## src/sv/tcm_pkg.sv

```systemverilog
// ----------------------------------------------------------------------------
// tcm_pkg: shared types and constants of the touch calibration mapper
// Register indexes, reset values, widths and the record passed between
// divider cells.
// ----------------------------------------------------------------------------
package tcm_pkg;

    localparam int unsigned VAL_W  = 12;
    localparam int unsigned QUOT_W = 12;
    // Numerator (v - segment start) * half fits in 12 + 11 bits.
    localparam int unsigned NUM_W  = 23;

    localparam int unsigned DEF_SCREEN_WIDTH  = 800;
    localparam int unsigned DEF_SCREEN_HEIGHT = 480;

    localparam int unsigned CFG_IDX_W = 3;

    typedef enum logic [CFG_IDX_W-1:0] {
        REG_ORIGIN_X    = 3'd0,
        REG_ORIGIN_Y    = 3'd1,
        REG_MID_X       = 3'd2,
        REG_MID_Y       = 3'd3,
        REG_FAR_X       = 3'd4,
        REG_FAR_Y       = 3'd5,
        REG_PASSTHROUGH = 3'd6
    } t_reg_idx;

    localparam logic [VAL_W-1:0] RST_ORIGIN = 12'd200;
    localparam logic [VAL_W-1:0] RST_MID    = 12'd2048;
    localparam logic [VAL_W-1:0] RST_FAR    = 12'd3900;

    // One axis moving down the divider chain.
    typedef struct packed {
        logic [NUM_W-1:0]  rem;    // partial remainder / remaining numerator bits
        logic [VAL_W-1:0]  div;    // divisor (segment span)
        logic [QUOT_W-1:0] quo;    // quotient bits so far
        logic [VAL_W-1:0]  base;   // pixel added to the quotient
        logic              bypass; // result already final in base
    } t_axis;

    typedef struct packed {
        logic  vld;
        logic  point_valid;
        t_axis ax;
        t_axis ay;
    } t_item;

endpackage

```

## src/sv/tcm_prep.sv

```systemverilog
// ----------------------------------------------------------------------------
// tcm_prep: segment selection for one axis
// Picks the segment, clamps, and forms numerator, divisor and base pixel.
// ----------------------------------------------------------------------------
module tcm_prep #(
    parameter int unsigned SIZE = tcm_pkg::DEF_SCREEN_WIDTH
) (
    input  logic [tcm_pkg::VAL_W-1:0] i_v,
    input  logic [tcm_pkg::VAL_W-1:0] i_o,
    input  logic [tcm_pkg::VAL_W-1:0] i_m,
    input  logic [tcm_pkg::VAL_W-1:0] i_f,
    input  logic                      i_pass,
    input  logic                      i_valid,
    output tcm_pkg::t_axis            o_ax
);
    localparam logic [tcm_pkg::VAL_W-1:0] SZ   = tcm_pkg::VAL_W'(SIZE);
    localparam logic [tcm_pkg::VAL_W-1:0] HALF = tcm_pkg::VAL_W'(SIZE / 2);

    logic [tcm_pkg::VAL_W-1:0] diff;
    logic [tcm_pkg::NUM_W-1:0] prod;

    always_comb begin
        o_ax = '0;
        diff = '0;
        if (!i_valid) begin
            o_ax.bypass = 1'b1;
        end else if (i_pass) begin
            o_ax.bypass = 1'b1;
            o_ax.base   = i_v;
        end else if (i_v > i_m) begin
            diff       = i_v - i_m;
            o_ax.div   = i_f - i_m;
            o_ax.base  = HALF;
            if (i_v > i_f) begin
                o_ax.bypass = 1'b1;
                o_ax.base   = SZ;
            end else if (i_f <= i_m) begin
                o_ax.bypass = 1'b1;
            end
        end else begin
            diff     = i_v - i_o;
            o_ax.div = i_m - i_o;
            if (i_v < i_o || i_m <= i_o) begin
                o_ax.bypass = 1'b1;
            end
        end
        prod     = tcm_pkg::NUM_W'(diff) * tcm_pkg::NUM_W'(HALF);
        o_ax.rem = o_ax.bypass ? '0 : prod;
    end
endmodule

```

## src/sv/tcm_cell.sv

```systemverilog
// ----------------------------------------------------------------------------
// tcm_cell: one restoring-division cell
// Resolves quotient bit BIT for both axes and hands the item to the next cell.
// ----------------------------------------------------------------------------
module tcm_cell #(
    parameter int unsigned BIT = 0
) (
    input  logic           i_clk,
    input  logic           i_rst_n,
    input  tcm_pkg::t_item i_item,
    output tcm_pkg::t_item o_item
);
    localparam int unsigned NW = tcm_pkg::NUM_W;

    tcm_pkg::t_item r_item, n_item;

    function automatic tcm_pkg::t_axis step(input tcm_pkg::t_axis a);
        tcm_pkg::t_axis r;
        logic [NW+tcm_pkg::VAL_W-1:0] d_sh;
        r    = a;
        d_sh = (NW + tcm_pkg::VAL_W)'(a.div) << BIT;
        if ((NW + tcm_pkg::VAL_W)'(a.rem) >= d_sh) begin
            r.rem = a.rem - NW'(d_sh);
            r.quo[BIT] = 1'b1;
        end
        return r;
    endfunction

    always_comb begin
        n_item    = i_item;
        n_item.ax = step(i_item.ax);
        n_item.ay = step(i_item.ay);
    end

    always_ff @(posedge i_clk) begin
        if (!i_rst_n) begin
            r_item.vld <= 1'b0;
        end else begin
            r_item.vld <= n_item.vld;
        end
        r_item.point_valid <= n_item.point_valid;
        r_item.ax          <= n_item.ax;
        r_item.ay          <= n_item.ay;
    end

    assign o_item = r_item;
endmodule

```

## src/sv/touch_calibration_mapper.sv

```systemverilog
// ----------------------------------------------------------------------------
// touch_calibration_mapper: two-segment touch calibration to screen pixels
// A started item passes one input register, twelve division cells and one output
// register before o_done rises with its result. Throughput: one item per cycle;
// every division cell takes a new item each cycle, so busy is always low and the
// receiver cannot stall.
// Synchronous active-low reset clears the pipeline and restores registers.
// ----------------------------------------------------------------------------
module touch_calibration_mapper #(
    parameter int unsigned SCREEN_WIDTH  = tcm_pkg::DEF_SCREEN_WIDTH,
    parameter int unsigned SCREEN_HEIGHT = tcm_pkg::DEF_SCREEN_HEIGHT
) (
    input  logic                          i_clk,
    input  logic                          i_rst_n,
    input  logic                          start,
    output logic                          busy,
    input  logic                          i_reading_valid,
    input  logic [tcm_pkg::VAL_W-1:0]     i_raw_x,
    input  logic [tcm_pkg::VAL_W-1:0]     i_raw_y,
    input  logic                          i_cfg_valid,
    output logic                          o_cfg_ready,
    input  logic [tcm_pkg::CFG_IDX_W-1:0] i_cfg_index,
    input  logic [tcm_pkg::VAL_W-1:0]     i_cfg_data,
    output logic                          o_done,
    output logic                          o_point_valid,
    output logic [tcm_pkg::VAL_W-1:0]     o_screen_x,
    output logic [tcm_pkg::VAL_W-1:0]     o_screen_y
);
    localparam int unsigned NC = tcm_pkg::QUOT_W;

    logic [tcm_pkg::VAL_W-1:0] r_ox, r_oy, r_mx, r_my, r_fx, r_fy;
    logic                      r_pass;

    assign busy        = 1'b0;
    assign o_cfg_ready = 1'b1;

    always_ff @(posedge i_clk) begin
        if (!i_rst_n) begin
            r_ox   <= tcm_pkg::RST_ORIGIN;
            r_oy   <= tcm_pkg::RST_ORIGIN;
            r_mx   <= tcm_pkg::RST_MID;
            r_my   <= tcm_pkg::RST_MID;
            r_fx   <= tcm_pkg::RST_FAR;
            r_fy   <= tcm_pkg::RST_FAR;
            r_pass <= 1'b0;
        end else if (i_cfg_valid) begin
            case (tcm_pkg::t_reg_idx'(i_cfg_index))
                tcm_pkg::REG_ORIGIN_X:    r_ox   <= i_cfg_data;
                tcm_pkg::REG_ORIGIN_Y:    r_oy   <= i_cfg_data;
                tcm_pkg::REG_MID_X:       r_mx   <= i_cfg_data;
                tcm_pkg::REG_MID_Y:       r_my   <= i_cfg_data;
                tcm_pkg::REG_FAR_X:       r_fx   <= i_cfg_data;
                tcm_pkg::REG_FAR_Y:       r_fy   <= i_cfg_data;
                tcm_pkg::REG_PASSTHROUGH: r_pass <= i_cfg_data[0];
                default: ;
            endcase
        end
    end

    tcm_pkg::t_axis n_ax, n_ay;
    tcm_pkg::t_item r_in;

    tcm_prep #(.SIZE(SCREEN_WIDTH)) u_prep_x (
        .i_v(i_raw_x), .i_o(r_ox), .i_m(r_mx), .i_f(r_fx),
        .i_pass(r_pass), .i_valid(i_reading_valid), .o_ax(n_ax)
    );
    tcm_prep #(.SIZE(SCREEN_HEIGHT)) u_prep_y (
        .i_v(i_raw_y), .i_o(r_oy), .i_m(r_my), .i_f(r_fy),
        .i_pass(r_pass), .i_valid(i_reading_valid), .o_ax(n_ay)
    );

    always_ff @(posedge i_clk) begin
        if (!i_rst_n) begin
            r_in.vld <= 1'b0;
        end else begin
            r_in.vld <= start;
        end
        r_in.point_valid <= i_reading_valid;
        r_in.ax          <= n_ax;
        r_in.ay          <= n_ay;
    end

    // Cell k resolves quotient bit NC-1-k, most significant first.
    tcm_pkg::t_item chain [NC+1];
    assign chain[0] = r_in;

    for (genvar k = 0; k < NC; k++) begin : g_cell
        tcm_cell #(.BIT(NC - 1 - k)) u_cell (
            .i_clk(i_clk), .i_rst_n(i_rst_n),
            .i_item(chain[k]), .o_item(chain[k+1])
        );
    end

    logic r_done, r_pv;
    logic [tcm_pkg::VAL_W-1:0] r_sx, r_sy;
    tcm_pkg::t_item last;
    assign last = chain[NC];

    always_ff @(posedge i_clk) begin
        if (!i_rst_n) begin
            r_done <= 1'b0;
        end else begin
            r_done <= last.vld;
        end
        r_pv <= last.point_valid;
        r_sx <= last.ax.bypass ? last.ax.base : last.ax.base + last.ax.quo;
        r_sy <= last.ay.bypass ? last.ay.base : last.ay.base + last.ay.quo;
    end

    assign o_done        = r_done;
    assign o_point_valid = r_pv;
    assign o_screen_x    = r_sx;
    assign o_screen_y    = r_sy;
endmodule

```

## config.mk

```make
export PLATFORM = sky130hd
export DESIGN_NAME = touch_calibration_mapper
export DESIGN_NICKNAME = d
export VERILOG_FILES = /design/src/sv/tcm_pkg.sv /design/src/sv/tcm_prep.sv /design/src/sv/tcm_cell.sv /design/src/sv/touch_calibration_mapper.sv
export SDC_FILE = /design/constraint.sdc
export NUM_CORES = 2
export LEC_CHECK = 0
export ABC_AREA = 1
export BUFFER_PORTS_ARGS = -buffer_cell sky130_fd_sc_hd__buf_2
export CAP_MARGIN = 10
export CORE_MARGIN = 2
export CORE_UTILIZATION = 64
export DETAILED_ROUTE_END_ITERATION = 8
export GPL_TIMING_DRIVEN = 0
export PLACE_DENSITY = 0.81
export SLEW_MARGIN = 20
export SYNTH_ARGS = -nofsm -noshare
export SYNTH_HDL_FRONTEND = slang
export SYNTH_SLANG_ARGS = --single-unit
```

## constraint.sdc

```tcl
create_clock -name i_clk -period 11.95 [get_ports i_clk]
set_input_delay 1.195 -clock i_clk [delete_from_list [all_inputs] [get_ports i_clk]]
set_output_delay 1.195 -clock i_clk [all_outputs]
set_load 0.02 [all_outputs]
```

==> qor.txt <==
Tot GR Track Use: 29.08%
Diodes inserted: 0
Flops & latches, synth: 1370
Ports: 72
Mapped Cells: 7510
Pre-CTS setup slack: 5.695 ns
Setup Viol. Count Final: 0
Asr flop ratio synth: 0%
Setup TNS: 0 ns
Top-area cell type share of the netlist area: 45.02%
Chip Width: 312.5 µm
Setup CP Type: in2reg
Min-delay worst type: reg2reg
DP Wirelength: 111.3 mm
Status: finished, final reports clean
Worst Skew: 0.03016 ns
Synthesized area per cell: 8.111 µm²
Routed vias: 48070
GPL Wtd Cong: 0.9795
Leak: 32.67 nW
Nets: 8301
Register area share after synthesis: 45.02%
Chip height: 312.5 µm
Setup Buffers After CTS: 0
Post-layout min period: 5.532 ns
Number of flops mapped to enable cells by yosys: 0
First-pass GRT wire length: 231.6 mm
Clock transition at path regs: 0.07 ns
Initial Util: 64.31%
F_max: 180.8 MHz
Routed Antenna Nets: 0
Pin count of the biggest net entering global routing: 18
Vias/cell: 5.288
Area leader, netlist: dfxtp_1
Routed len/inst: 15.68 µm
Resized cells post-CTS: 0
Clk Tree Root Cell: clkbuf_16
Gr ovfl total: 0
PD cells: 279.7 nW/µm²
Max-slew violations: 0
Number of global-route vias before repair: 47350
Critical path data required time: 12.63 ns
Max Cap Viol: 0
Core Box Area: 94730 µm²
Fin. Hold Viols: 0
Mapped Area: 60920 µm²
Synthesized Nets: 8096
Max VDD drop: 0.1775 mV
Placed cell area: 62840 µm²
CTS tree: done
Final Cycle Share: 46.29%
Setup crit end kind: flop
Fill cells: 7515
CTS max path bufs: 3
Worst-path fanout max: 10
Standard-cell rows: 113
Yosys Warn Count: 0
Area growth syn-to-layout: 10.76%
TritonCTS Buffers: 135
Slew HR: 45.01%
IO buf count: 68
Clock sinks: 1370
Htree depth: 4
Die Area: 97670 µm²
Count of cell types in the netlist: 59
CTS Hold Bufs: 0
Ys flop type: dfxtp_1
Slew @ Worst Pin: 0.8240 ns
Worst setup margin: 6.418 ns
Post-route cell area: 67470 µm²
Worst Hold Slack: 0.3116 ns
Clk_lat worst skew: 0.75 ns
Layout cells sized above 1: 6.901%
Initial antenna violation count: 0
Main area contributors after synthesis: dfxtp_1, nand2_1, ha_1
DRC: 0
DRT Wirelength: 142.5 mm
Arr. time, crit path: 6.21 ns
Drt first pass iters: 7
DRT iter0 DRCs: 3479
RSZ-0062 raised after global routing: false
Kind of start point of the critical path: input port
Finished Core Util: 71.23%
sequential cells by signal (all words and copies together) (netlist names), 12 cells and up:
register              count
chain                    85
g_cell.u_cell.o_item   1186
o_screen_x               12
o_screen_y               12
r_fx                     12
r_fy                     12
r_mx                     12
r_my                     12
r_ox                     12
r_oy                     12
cells by family (layout without fill, tap and decap cells):
| family | Yosys count | count (layout) | share of synthesized area (%) |
|---|---|---|---|
| other | 2 | 2 | 0.01233 |
| adder cells (fa/ha/maj) | 542 | 542 | 11.84 |
| AND/OR/NAND/NOR | 3038 | 3038 | 21.15 |
| AO/OA/AOI/OAI | 1093 | 1093 | 10.16 |
| XOR/XNOR | 287 | 287 | 4.126 |
| buffers and inverters | 1178 | 1493 | 7.692 |
| flip-flops | 1370 | 1370 | 45.02 |
cells in the final DEF, fill, tap and decap left out, types with 39 or more instances in the layout:
master and n:
a21o_1 39, a21oi_1 490, buf_2 93, clkbuf_1 50
clkbuf_16 137, dfxtp_1 1370, fa_1 57, ha_1 485
inv_1 1056, nand2_1 1771, nand3_1 350, nand3b_1 40
nand4_1 95, nor2_1 576, nor3_1 67, o21ai_0 272
o21ai_1 85, o21ai_2 44, xnor2_1 129, xor2_1 158
path summary, 6_finish.rpt:
kind,slack (ns),endpoint,depth (start not counted),startpoint
hold reg to reg,0.31,g_cell[5].u_cell.o_item[0],0,g_cell[4].u_cell.o_item[0]
hold / removal,0.31,g_cell[5].u_cell.o_item[0],0,g_cell[4].u_cell.o_item[0]
setup reg to reg,6.84,chain[1580],20,r_mx[8]
setup / recovery,6.42,chain[1580],24,i_raw_x[0]
power by group:
group          internal, mW  switching (mW)
Sequential             5.74           0.683
Clock                  2.54            1.80
Combinational          3.08            5.03
per-stage QoR:
step / total power [mW] / cells
floorplan: 12.52 / 7510
global placement: 14.26 / 8843
detailed placement: 14.46 / 8843
CTS: 18.87 / 9090
global route: 20.34 / 9090
finish: 18.87 / 9090
layout make-up:
| class | instances | area, µm² | area share [%] |
|---|---|---|---|
| multi-input cells | 4962 | 28800 | 42.69 |
| flip-flops and latches | 1370 | 27430 | 40.65 |
| plain buffers | 92 | 601.8 | 0.8919 |
| clock buffers | 178 | 3752 | 5.561 |
| repair buffers | 68 | 340.3 | 0.5044 |
| inverters | 1086 | 4084 | 6.053 |
| well taps | 1265 | 1583 | 2.346 |
| clock inverters | 69 | 882.1 | 1.307 |
cell usage after synthesis (all sizes together), types with 24 or more instances:
library cell and number:
nand2 1789, dfxtp 1370, inv 1083, nor2 597
a21oi 508, ha 485, o21ai 401, nand3 369
xor2 158, xnor2 129, nand4 98, nor3 74
buf 66, fa 57, nand3b 42, a21o 39
o21bai 38, o211ai 35, a21boi 30, clkbuf 26
nor4 24
worst max-delay path, cell delays in order:
cell	delay, ns
buf_2	0.10
inv_1	0.23
ha_1	0.20
inv_1	0.06
fa_1	0.39
nand3_1	0.08
nand2_1	0.11
nand3_1	0.09
nand3_1	0.09
nand2_2	0.12
clkbuf_1	0.43
o21ai_0	0.14
a21oi_1	0.36
ha_1	0.31
ha_1	0.31
fa_1	0.47
ha_1	0.38
nand2_1	0.11
o21ai_0	0.38
nand3_1	0.12
nand3_1	0.12
xor2_1	0.22
inv_1	0.08
nor2_2	0.09
per-layer routing:
| layer | GRT usage, % | up-vias | routed length [µm] |
|---|---|---|---|
| met1 | 35.06 | 21820 | 60140 |
| met5 | 0 | - | 0 |
| met2 | 51.46 | 1319 | 68990 |
| li1 | - | 24520 | - |
| met3 | 3.776 | 413 | 6799 |
| met4 | 13.63 | 0 | 6563 |
Power figures use the tool's default switching activity.
